File: config.mk
export PLATFORM = sky130hd
export DESIGN_NAME = rts_cts_frame_handshake
export DESIGN_NICKNAME = d
export VERILOG_FILES = /design/src/sv/rcfh_pkg.sv /design/src/sv/rts_cts_frame_handshake.sv
export SDC_FILE = /design/constraint.sdc
export NUM_CORES = 1
export LEC_CHECK = 0
export ABC_AREA = 0
export BUFFER_PORTS_ARGS = -buffer_cell sky130_fd_sc_hd__buf_2
export CAP_MARGIN = 20
export CORE_ASPECT_RATIO = 0.7
export CORE_MARGIN = 3
export CORE_UTILIZATION = 63
export CTS_BUF_LIST = sky130_fd_sc_hd__clkbuf_4
export DETAILED_ROUTE_END_ITERATION = 16
export GPL_TIMING_DRIVEN = 0
export PLACE_DENSITY = 0.89
export REMOVE_ABC_BUFFERS = 1
export SLEW_MARGIN = 5
export SYNTH_ARGS = -nofsm -noshare
export SYNTH_HDL_FRONTEND = slang
export SYNTH_SLANG_ARGS = --single-unit
File: constraint.sdc
create_clock -name clk_i -period 6.4 [get_ports clk_i]
set_input_delay 0.64 -clock clk_i [delete_from_list [all_inputs] [get_ports clk_i]]
set_output_delay 0.64 -clock clk_i [all_outputs]
set_load 0.005 [all_outputs]
File: src/sv/rcfh_pkg.sv
// Shared types and constants for the RTS/CTS frame handshake controller.
`default_nettype none

package rcfh_pkg;

  localparam int unsigned CmdW      = 3;
  localparam int unsigned KindW     = 3;
  localparam int unsigned ErrW      = 2;
  localparam int unsigned SessW     = 3;
  localparam int unsigned ByteW     = 8;
  localparam int unsigned ShortW    = 8;
  localparam int unsigned LongW     = 16;
  localparam int unsigned WaitW     = 16;
  localparam int unsigned CfgIdxW   = 1;
  localparam int unsigned CfgDataW  = 16;

  localparam logic [ShortW-1:0] ShortTimeoutRst = 8'd20;
  localparam logic [LongW-1:0]  LongTimeoutRst  = 16'd1000;

  typedef enum logic [CmdW-1:0] {
    CMD_TICK       = 3'd0,
    CMD_PEER_REQ   = 3'd1,
    CMD_SEND_START = 3'd2,
    CMD_SEND_BYTE  = 3'd3,
    CMD_RX_BYTE    = 3'd4
  } cmd_e;

  typedef enum logic [KindW-1:0] {
    KIND_STATUS    = 3'd0,
    KIND_TX_BYTE   = 3'd1,
    KIND_RX_BYTE   = 3'd2,
    KIND_FRAME_END = 3'd3,
    KIND_ERROR     = 3'd4
  } kind_e;

  typedef enum logic [ErrW-1:0] {
    ERR_NONE        = 2'd0,
    ERR_CTS_TIMEOUT = 2'd1,
    ERR_RTS_STUCK   = 2'd2,
    ERR_OVERFLOW    = 2'd3
  } err_e;

  typedef enum logic [SessW-1:0] {
    SESS_IDLE      = 3'd0,
    SESS_RX_WAIT   = 3'd1,
    SESS_RX_ACTIVE = 3'd2,
    SESS_TX_WAIT   = 3'd3,
    SESS_SENDING   = 3'd4,
    SESS_DRAIN     = 3'd5
  } sess_e;

  typedef enum logic [CfgIdxW-1:0] {
    REG_SHORT_TIMEOUT = 1'b0,
    REG_LONG_TIMEOUT  = 1'b1
  } reg_e;

endpackage

`default_nettype wire

File: src/sv/rts_cts_frame_handshake.sv
// Top level of the RTS/CTS frame handshake controller.
//
// Usage: each input transfer carries one command (tick, peer request, send
// start, send byte, received byte) with the sampled CTS level, a data byte and
// a final-byte flag. Every accepted command produces exactly one result
// transfer: a status, a byte to transmit, a forwarded received byte, a frame
// end with its length, or an error, together with the RTS and receiver-enable
// levels and the session phase after the command.
// The result is registered and valid in the cycle after the input transfer.
// Throughput: one command per cycle while each result is taken; the whole
// state update is a single registered step, and the result register is
// reloaded in the same cycle it is emptied.
// When the receiver stalls, the result register holds and in_ready_o stays
// low until it is taken.
// Reset puts the session in idle with RTS and the receiver off, the short
// timeout at 20 ticks and the long timeout at 1000 ticks.
// Configuration writes are always accepted and should be made while idle.
`default_nettype none

module rts_cts_frame_handshake #(
  parameter int unsigned MAX_FRAME = 1024,
  localparam int unsigned CntW = $clog2(MAX_FRAME + 1)
) (
  input  wire logic                           clk_i,
  input  wire logic                           rst_ni,

  input  wire logic                           in_valid_i,
  output logic                                in_ready_o,
  input  wire logic [rcfh_pkg::CmdW-1:0]      cmd_i,
  input  wire logic                           cts_i,
  input  wire logic [rcfh_pkg::ByteW-1:0]     byte_in_i,
  input  wire logic                           final_byte_i,

  output logic                                out_valid_o,
  input  wire logic                           out_ready_i,
  output logic [rcfh_pkg::KindW-1:0]          kind_o,
  output logic                                rts_o,
  output logic                                rx_enable_o,
  output logic [rcfh_pkg::ByteW-1:0]          out_byte_o,
  output logic [CntW-1:0]                     frame_len_o,
  output logic [rcfh_pkg::ErrW-1:0]           error_code_o,
  output logic [rcfh_pkg::SessW-1:0]          session_o,

  input  wire logic                           cfg_valid_i,
  output logic                                cfg_ready_o,
  input  wire logic [rcfh_pkg::CfgIdxW-1:0]   cfg_index_i,
  input  wire logic [rcfh_pkg::CfgDataW-1:0]  cfg_data_i
);

  localparam logic [CntW-1:0] MaxCnt = CntW'(MAX_FRAME);

  // Configuration registers.
  logic [rcfh_pkg::ShortW-1:0] short_q;
  logic [rcfh_pkg::LongW-1:0]  long_q;

  // Session state.
  rcfh_pkg::sess_e             phase_q, phase_d;
  logic [rcfh_pkg::WaitW-1:0]  wait_q, wait_d;
  logic [CntW-1:0]             cnt_q, cnt_d;
  logic                        sending_q, sending_d;
  logic                        rts_q, rts_d;
  logic                        rx_q, rx_d;

  // Result register.
  logic                        out_valid_q;
  rcfh_pkg::kind_e             kind_q, kind_d;
  logic [rcfh_pkg::ByteW-1:0]  obyte_q, obyte_d;
  logic [CntW-1:0]             flen_q, flen_d;
  rcfh_pkg::err_e              err_q, err_d;

  logic                        in_fire;
  logic                        start_chk;
  logic [rcfh_pkg::WaitW-1:0]  chk_base;
  logic [rcfh_pkg::WaitW-1:0]  chk_inc;
  logic [rcfh_pkg::WaitW-1:0]  drain_inc;
  logic [rcfh_pkg::WaitW-1:0]  short_lim;
  logic [rcfh_pkg::WaitW-1:0]  long_lim;
  logic                        drain_done;

  assign in_ready_o  = !out_valid_q || out_ready_i;
  assign in_fire     = in_valid_i && in_ready_o;
  assign cfg_ready_o = 1'b1;

  // A zero timeout register behaves as one tick.
  assign short_lim = (short_q == '0) ? rcfh_pkg::WaitW'(1)
                                     : rcfh_pkg::WaitW'(short_q);
  assign long_lim  = (long_q == '0) ? rcfh_pkg::WaitW'(1) : long_q;
  assign chk_inc   = chk_base + rcfh_pkg::WaitW'(1);
  assign drain_inc = wait_q + rcfh_pkg::WaitW'(1);

  always_ff @(posedge clk_i or negedge rst_ni) begin
    if (!rst_ni) begin
      short_q <= rcfh_pkg::ShortTimeoutRst;
      long_q  <= rcfh_pkg::LongTimeoutRst;
    end else if (cfg_valid_i) begin
      unique case (rcfh_pkg::reg_e'(cfg_index_i))
        rcfh_pkg::REG_SHORT_TIMEOUT: short_q <= cfg_data_i[rcfh_pkg::ShortW-1:0];
        rcfh_pkg::REG_LONG_TIMEOUT:  long_q  <= cfg_data_i;
        default: ;
      endcase
    end
  end

  always_comb begin
    phase_d    = phase_q;
    wait_d     = wait_q;
    cnt_d      = cnt_q;
    sending_d  = sending_q;
    rts_d      = rts_q;
    rx_d       = rx_q;
    kind_d     = rcfh_pkg::KIND_STATUS;
    obyte_d    = '0;
    flen_d     = '0;
    err_d      = rcfh_pkg::ERR_NONE;
    start_chk  = 1'b0;
    chk_base   = '0;
    drain_done = !cts_i || (drain_inc >= long_lim);

    unique case (cmd_i)
      rcfh_pkg::CMD_TICK: begin
        if (phase_q == rcfh_pkg::SESS_RX_WAIT || phase_q == rcfh_pkg::SESS_TX_WAIT) begin
          start_chk = 1'b1;
          chk_base  = wait_q;
        end else if (phase_q == rcfh_pkg::SESS_RX_ACTIVE) begin
          if (!cts_i) begin
            kind_d    = rcfh_pkg::KIND_FRAME_END;
            flen_d    = cnt_q;
            err_d     = rts_q ? rcfh_pkg::ERR_RTS_STUCK : rcfh_pkg::ERR_NONE;
            phase_d   = rcfh_pkg::SESS_IDLE;
            rts_d     = 1'b0;
            rx_d      = 1'b0;
            sending_d = 1'b0;
            wait_d    = '0;
            cnt_d     = '0;
          end
        end else if (phase_q == rcfh_pkg::SESS_DRAIN) begin
          wait_d = drain_inc;
          if (drain_done) begin
            if (cnt_q != '0) begin
              kind_d = rcfh_pkg::KIND_FRAME_END;
              flen_d = cnt_q;
            end
            phase_d   = rcfh_pkg::SESS_IDLE;
            rts_d     = 1'b0;
            rx_d      = 1'b0;
            sending_d = 1'b0;
            wait_d    = '0;
            cnt_d     = '0;
          end
        end
      end
      rcfh_pkg::CMD_PEER_REQ: begin
        if (phase_q == rcfh_pkg::SESS_IDLE) begin
          rx_d      = 1'b1;
          cnt_d     = '0;
          phase_d   = rcfh_pkg::SESS_RX_WAIT;
          start_chk = 1'b1;
        end
      end
      rcfh_pkg::CMD_SEND_START: begin
        if (phase_q == rcfh_pkg::SESS_IDLE) begin
          sending_d = 1'b1;
          rx_d      = 1'b1;
          rts_d     = 1'b1;
          cnt_d     = '0;
          phase_d   = rcfh_pkg::SESS_TX_WAIT;
          start_chk = 1'b1;
        end
      end
      rcfh_pkg::CMD_SEND_BYTE: begin
        if (phase_q == rcfh_pkg::SESS_SENDING) begin
          kind_d  = rcfh_pkg::KIND_TX_BYTE;
          obyte_d = byte_in_i;
          if (final_byte_i) begin
            sending_d = 1'b0;
            rts_d     = 1'b0;
            wait_d    = '0;
            phase_d   = rcfh_pkg::SESS_DRAIN;
          end
        end
      end
      rcfh_pkg::CMD_RX_BYTE: begin
        if (rx_q) begin
          // The first byte of a receive frame releases RTS.
          if (cnt_q == '0 && !sending_q) begin
            rts_d = 1'b0;
          end
          if (cnt_q >= MaxCnt) begin
            kind_d = rcfh_pkg::KIND_ERROR;
            err_d  = rcfh_pkg::ERR_OVERFLOW;
          end else begin
            cnt_d   = cnt_q + CntW'(1);
            kind_d  = rcfh_pkg::KIND_RX_BYTE;
            obyte_d = byte_in_i;
          end
        end
      end
      default: ;
    endcase

    // CTS check while waiting for a session to start.
    if (start_chk) begin
      if (cts_i) begin
        if (phase_d == rcfh_pkg::SESS_RX_WAIT) begin
          rts_d   = 1'b1;
          phase_d = rcfh_pkg::SESS_RX_ACTIVE;
        end else begin
          phase_d = rcfh_pkg::SESS_SENDING;
        end
        wait_d = '0;
      end else if (chk_inc >= short_lim) begin
        kind_d    = rcfh_pkg::KIND_ERROR;
        err_d     = rcfh_pkg::ERR_CTS_TIMEOUT;
        phase_d   = rcfh_pkg::SESS_IDLE;
        rts_d     = 1'b0;
        rx_d      = 1'b0;
        sending_d = 1'b0;
        wait_d    = '0;
        cnt_d     = '0;
      end else begin
        wait_d = chk_inc;
      end
    end
  end

  always_ff @(posedge clk_i or negedge rst_ni) begin
    if (!rst_ni) begin
      phase_q   <= rcfh_pkg::SESS_IDLE;
      wait_q    <= '0;
      cnt_q     <= '0;
      sending_q <= 1'b0;
      rts_q     <= 1'b0;
      rx_q      <= 1'b0;
    end else if (in_fire) begin
      phase_q   <= phase_d;
      wait_q    <= wait_d;
      cnt_q     <= cnt_d;
      sending_q <= sending_d;
      rts_q     <= rts_d;
      rx_q      <= rx_d;
    end
  end

  always_ff @(posedge clk_i or negedge rst_ni) begin
    if (!rst_ni) begin
      out_valid_q <= 1'b0;
    end else if (in_fire) begin
      out_valid_q <= 1'b1;
    end else if (out_ready_i) begin
      out_valid_q <= 1'b0;
    end
  end

  always_ff @(posedge clk_i) begin
    if (in_fire) begin
      kind_q  <= kind_d;
      obyte_q <= obyte_d;
      flen_q  <= flen_d;
      err_q   <= err_d;
    end
  end

  assign out_valid_o  = out_valid_q;
  assign kind_o       = kind_q;
  assign rts_o        = rts_q;
  assign rx_enable_o  = rx_q;
  assign out_byte_o   = obyte_q;
  assign frame_len_o  = flen_q;
  assign error_code_o = err_q;
  assign session_o    = phase_q;

  a_idle_clean: assert property (@(posedge clk_i) disable iff (!rst_ni)
    phase_q == rcfh_pkg::SESS_IDLE |-> !rts_q && !rx_q && !sending_q && cnt_q == '0)
    else $error("idle session with leftover state");

  a_cnt_bound: assert property (@(posedge clk_i) disable iff (!rst_ni)
    cnt_q <= MaxCnt)
    else $error("received count beyond frame size");

  a_ovf_full: assert property (@(posedge clk_i) disable iff (!rst_ni)
    out_valid_q && kind_q == rcfh_pkg::KIND_ERROR && err_q == rcfh_pkg::ERR_OVERFLOW
    |-> cnt_q == MaxCnt)
    else $error("overflow reported with room in the frame");

  a_send_rts: assert property (@(posedge clk_i) disable iff (!rst_ni)
    phase_q == rcfh_pkg::SESS_SENDING |-> sending_q && rts_q)
    else $error("sending without RTS asserted");

endmodule

`default_nettype wire

======== Word-level counts from Yosys, hierarchy flattened ========
Index checks and enable logic that the tools add are counted.
cells by class
  add/sub/neg operators ................... 3
  multipliers ............................. 0
  divide/modulo/power cells ............... 0
  $lt $le $gt $ge ......................... 3
  equality and inequality tests ........... 15
  shift-type cells ........................ 0
  mux-type cells .......................... 115
  bitwise logic cells ..................... 2
  reductions and logical operators ........ 21
operators with widths
  cell                     number
  $mux W16                 13
  $mux W11                 16
  $mux W3                  20
  $mux W1                  39
  $pmux W11 S3             1
  $add A16 B1 Y16 const B  2
  $mux W8                  4
  $pmux W16 S2             1
  $mux W2                  13
  $ge A16 B16 Y1           1
  $ge A16 B8 Y1            1
  $logic_not A16 Y1        1
  $pmux W8 S2              1
  $eq A3 B2 Y1 const B     4
  $pmux W3 S4              1
  $add A11 B1 Y11 const B  1
  $ge A11 B11 Y1 const B   1
  $logic_not A11 Y1        1
  $reduce_bool A11 Y1      1
  $eq A3 B1 Y1 const B     3
  $eq A3 B3 Y1 const B     3
  $ne A3 B3 Y1 const B     3
  $pmux W3 S3              1
  $logic_not A8 Y1         1
  15 further kinds         26
storage, ports and cells
  register bits ........................... 82
  latch bits .............................. 0
  memory bits (writable) .................. 0
  ROM bits ................................ 0
  input bits .............................. 35
  output and inout port bits .............. 32
  logic and storage cells ................. 172
  memories kept ........................... 0

======== Logic depth before layout (Yosys ltp) ========
  word-level depth ........................ 13
  mapped depth ............................ 18
  gate-level depth less buffers ........... 15

======== Least setup slack after synthesis ========
OpenSTA, ideal clock, no wires.
  path type ............................... input to register
  from .................................... input cmd_i[0] (netlist bit)
  to ...................................... register err_q[0], in the netlist error_code_o[0] (data pin)
  arrival time ............................ 3.643 ns
  required time ........................... 6.146 ns
  slack ................................... 2.503 ns
  cell stages on the path ................. 17
  path through ............................ buf_2 > nor2_1 > and3_2 > buf_2 > and2_1 > ha_1 > nand2_1 > xnor2_1 > nor2_1 > ha_1 > or3_1 > a211oi_1 > o21a_1 > o22ai_1 > o31ai_2 > buf_4 > nand2_1
between the ends
  longest elaborated chain between the ends .. 7
  elaborated cells on any way between the ends .. 13
  classes of those cells .................. 1 x add/sub; 1 x order compare; 3 x eq/ne; 6 x mux; 2 x reduce/logical
RTL lines
  item                  line                            RTL
  from (decl)           rts_cts_frame_handshake.sv:29   input wire logic [rcfh_pkg::CmdW-1:0] cmd_i,
  $logic_not A3 Y1      rts_cts_frame_handshake.sv:119  unique case (cmd_i)
  $mux W16              rts_cts_frame_handshake.sv:119
  $add A16 B1 Y16       rts_cts_frame_handshake.sv:88   assign chk_inc = chk_base + rcfh_pkg::WaitW'(1);
  $ge A16 B8 Y1         rts_cts_frame_handshake.sv:211  end else if (chk_inc >= short_lim) begin
  $mux W2               rts_cts_frame_handshake.sv:211
  $mux W2               rts_cts_frame_handshake.sv:203  if (cts_i) begin
  $mux W2 (*)           rts_cts_frame_handshake.sv:202  if (start_chk) begin
  net err_d[0]          rts_cts_frame_handshake.sv:69   rcfh_pkg::err_e err_q, err_d;
  to (signal assigned)  rts_cts_frame_handshake.sv:259  err_q <= err_d;
  to (decl)             rts_cts_frame_handshake.sv:69
Mark *: on every way through the listed nets, which the timed path passes. The rest lies on a longest branch.
A chain may end at the register's enable or synchronous reset.

======== Final worst setup path ========
  from .................................... input cmd_i[0] (netlist bit)
  to ...................................... register cnt_q[2]
between the ends
  longest elaborated chain between the ends .. 7
  elaborated cells on any way between the ends .. 13
  classes of those cells .................. 1 x add/sub; 1 x order compare; 3 x eq/ne; 6 x mux; 2 x reduce/logical
RTL lines
  item                  line                            RTL
  $logic_not A3 Y1      rts_cts_frame_handshake.sv:119
  $mux W16              rts_cts_frame_handshake.sv:119
  $add A16 B1 Y16       rts_cts_frame_handshake.sv:88
  $ge A16 B8 Y1         rts_cts_frame_handshake.sv:211
  $mux W11              rts_cts_frame_handshake.sv:211
  $mux W11              rts_cts_frame_handshake.sv:203
  $mux W11 (*)          rts_cts_frame_handshake.sv:202
  to (signal assigned)  rts_cts_frame_handshake.sv:237  cnt_q <= cnt_d;
  to (decl)             rts_cts_frame_handshake.sv:59   logic [CntW-1:0] cnt_q, cnt_d;
Every way passes the cells marked *; elsewhere a longest branch is shown, timed or not.

==> reports/metrics.cfg <==
[run_status]
status = finished, final reports clean

[sta]
setup_ws_ns = 1.459
slew_violations = 0
fin_skew_ns = 0.02845
worstMarginPinSlew_ns = 0.8497
rsz0062_at_grt = no
setup-tns-final_ns = 0
fmax_ghz = 0.2024
slew_headroom = 0.4324
finalCriticalPeriod_ns = 4.941
hold_ws_ns = 0.1020
hold_viol = 0
finalSetupViolations = 0
timing.final.crit_share = 0.7721

[layout]
mostFrequentLayoutCell = buf_2
layout_common_cells = buf_2, nand2_1, dfrtp_1
syn_to_final_growth_pct = 10.24
seqCellArea_um2 = 2182
final_util = 0.7470
fill_cells = 575
multi_input_area_um2 = 2664
diodes = 0
layout-drive-gt1-share = 0.2079
finalInstanceArea_um2 = 5687
nets = 669
final_cells = 709

[synth]
syn_area_um2 = 5159
synth-async-reset-ratio = 0.7073
ys.flop_type = dfrtp_1
synth_seq_cells = 82
synthCells = 550
yosysTopAreaCell = dfrtp_1
synth_edf_count = 24
synth.distinct_cells = 63
yosys-top-cells-area = dfrtp_1, edfxtp_1, ha_1
synth_top_area_frac = 0.2425
syn-mean-instance-area_um2 = 9.379
ys_warn_count = 0
ys_seq_area_frac = 0.4230

[grt]
grt_overflow = 0
grt_pass1_wl_um = 21220
grt_pass1_vias = 4471
antenna_found_initial = 0
grt_max_degree = 41
grtUsageTotal = 0.2899

[routing]
route.met2.wl_um = 5672
highest_layer = met4
num_vias = 4648
first_pass_iters = 5
met1_length_um = 5469
route.detailed.drc = 0
antenna_left = 0
wl_per_cell_um = 18.15
avgViaCountPerCell = 6.556
drt-total-wl_um = 12870
met3_length_um = 1445
drt_iter0_drc = 572

[clock_tree]
h-tree-depth = 3
clock-root-buffer = clkbuf_4
clock_path_buffers = 2
cts_resized = 0
clock-sinks = 82
clk_pin_slew_worst_paths_ns = 0.15
cts_setup_buffers = 0
hold_buffers = 0
cts_tree = built
clk-insertion-delay-late_ns = 0.47
cts_made_buffers = 9

[floorplan]
die_h_um = 81.71
dieArea_um2 = 9328
die_w_um = 114.2
ioPinCount = 67
rows = 26
start_util = 0.6777
core_um2 = 7612

[place]
place_ws_ns = 1.240
portBuffers = 65
dp_hpwl_um = 9493
placed_area_um2 = 5523
gp_congestion = 0.9596
dpl.cell_count = 693

[critical_path]
path_class = input pin to flip-flop
crit_path_end_kind = flip-flop
slowest_delay_ns = 0.71
rr_worst_depth = 14
rrSetupSlack_ns = 1.61
cp-start-kind = input pin
cp.required_ns = 6.77
cp_cell_sequence = buf_2 > nor2_1 > and3_2 > and2_1 > ha_1 > nand2_1 > xnor2_1 > nor2_1 > ha_1 > or3_1 > a211oi_1 > o21a_1 > o22ai_1 > o31ai_2 > a21oi_1 > o21ai_0
crit_path_max_fanout = 11
cp_slowest_cell = o31ai_2
cp_data_arrival_time_ns = 5.32
rr_endpoint = cnt_q[2]
r2r-start = session_o[0]

[pwr]
vdd_ir_drop_max_v = 0.0002094
power.density_nw_per_um2 = 259.3
total_leakage_power_nw = 2.584
power_mw = 1.474

[flow_run]
drv_cap = 0

[hold_path]
hold_class = input pin to asynchronous set/reset pin

-- final cells by class --
class | count | share of cell area
Clock buffer | 11 | 0.01452
Clock inverter | 5 | 0.01430
Inverter | 44 | 0.02904
Multi-Input combinational cell | 400 | 0.4684
Sequential cell | 82 | 0.3837
Tap cell | 98 | 0.02156
Timing Repair Buffer | 69 | 0.06843
-- critical path: cells and delay by family --
kind                     cells  cell delay (ns)
AO/OA/AOI/OAI                6             2.03
buffers and inverters        1             0.16
adder cells (fa/ha/maj)      2             0.61
XOR/XNOR                     1             0.18
AND/OR/NAND/NOR              6             1.69
-- how the worst max path moves through the flow --
stage | cells after the start | endpoint | from
floorplan | 15 | cnt_q[0] | cmd_i[0]
global placement | 16 | cnt_q[5] | cmd_i[0]
detailed placement | 16 | cnt_q[2] | cmd_i[0]
CTS | 16 | cnt_q[2] | cmd_i[0]
global route | 16 | cnt_q[8] | cmd_i[0]
finish | 16 | cnt_q[2] | cmd_i[0]
-- cell usage after synthesis (all sizes together) (8+ instances only) --
| cell type | number |
|---|---|
| nand2 | 54 |
| dfrtp | 50 |
| inv | 44 |
| nand3 | 34 |
| o21ai | 31 |
| a21oi | 29 |
| ha | 28 |
| and2 | 25 |
| edfxtp | 24 |
| nor2 | 24 |
| mux2 | 17 |
| nor3 | 16 |
| clkbuf | 15 |
| nor4 | 15 |
| xnor2 | 11 |
| nand4 | 10 |
| buf | 9 |
| a31oi | 8 |
| and3 | 8 |
| dfstp | 8 |
| o21a | 8 |
| o31ai | 8 |
| xor2 | 8 |
-- power by group --
group | switching [mW] | leakage [nW] | total, mW | internal [mW]
logic | 0.226 | 1.55 | 0.393 | 0.166
registers | 0.110 | 0.942 | 0.731 | 0.621
clock network | 0.183 | 0.0871 | 0.351 | 0.167
-- layer usage --
| layer | vias up | GRT usage |
|---|---|---|
| met5 | - | 0 |
| met4 | 0 | 0.1079 |
| met3 | 47 | 0.07806 |
| met2 | 295 | 0.4410 |
| met1 | 2210 | 0.4013 |
| li1 | 2096 | - |
-- cell families (layout without fill, tap and decap cells) --
logic type	Yosys count	in the layout	synth area share
mux	19	19	0.04099
buf+inv	68	129	0.06063
xor+xnor	19	19	0.03226
compound gates	123	123	0.1547
flops	82	82	0.4230
simple gates	210	210	0.2197
other cells	1	1	0.0007269
fa+ha+maj	28	28	0.06791
-- sequential cells by signal (all words and copies together) (netlist names) --
name / flops
cnt_q: 11
error_code_o: 2
frame_len_o: 11
kind_o: 3
long_q: 16
out_byte_o: 8
out_valid_o: 1
rts_o: 1
rx_enable_o: 1
sending_q: 1
session_o: 3
short_q: 8
wait_q: 16
Power figures use the tool's default switching activity.
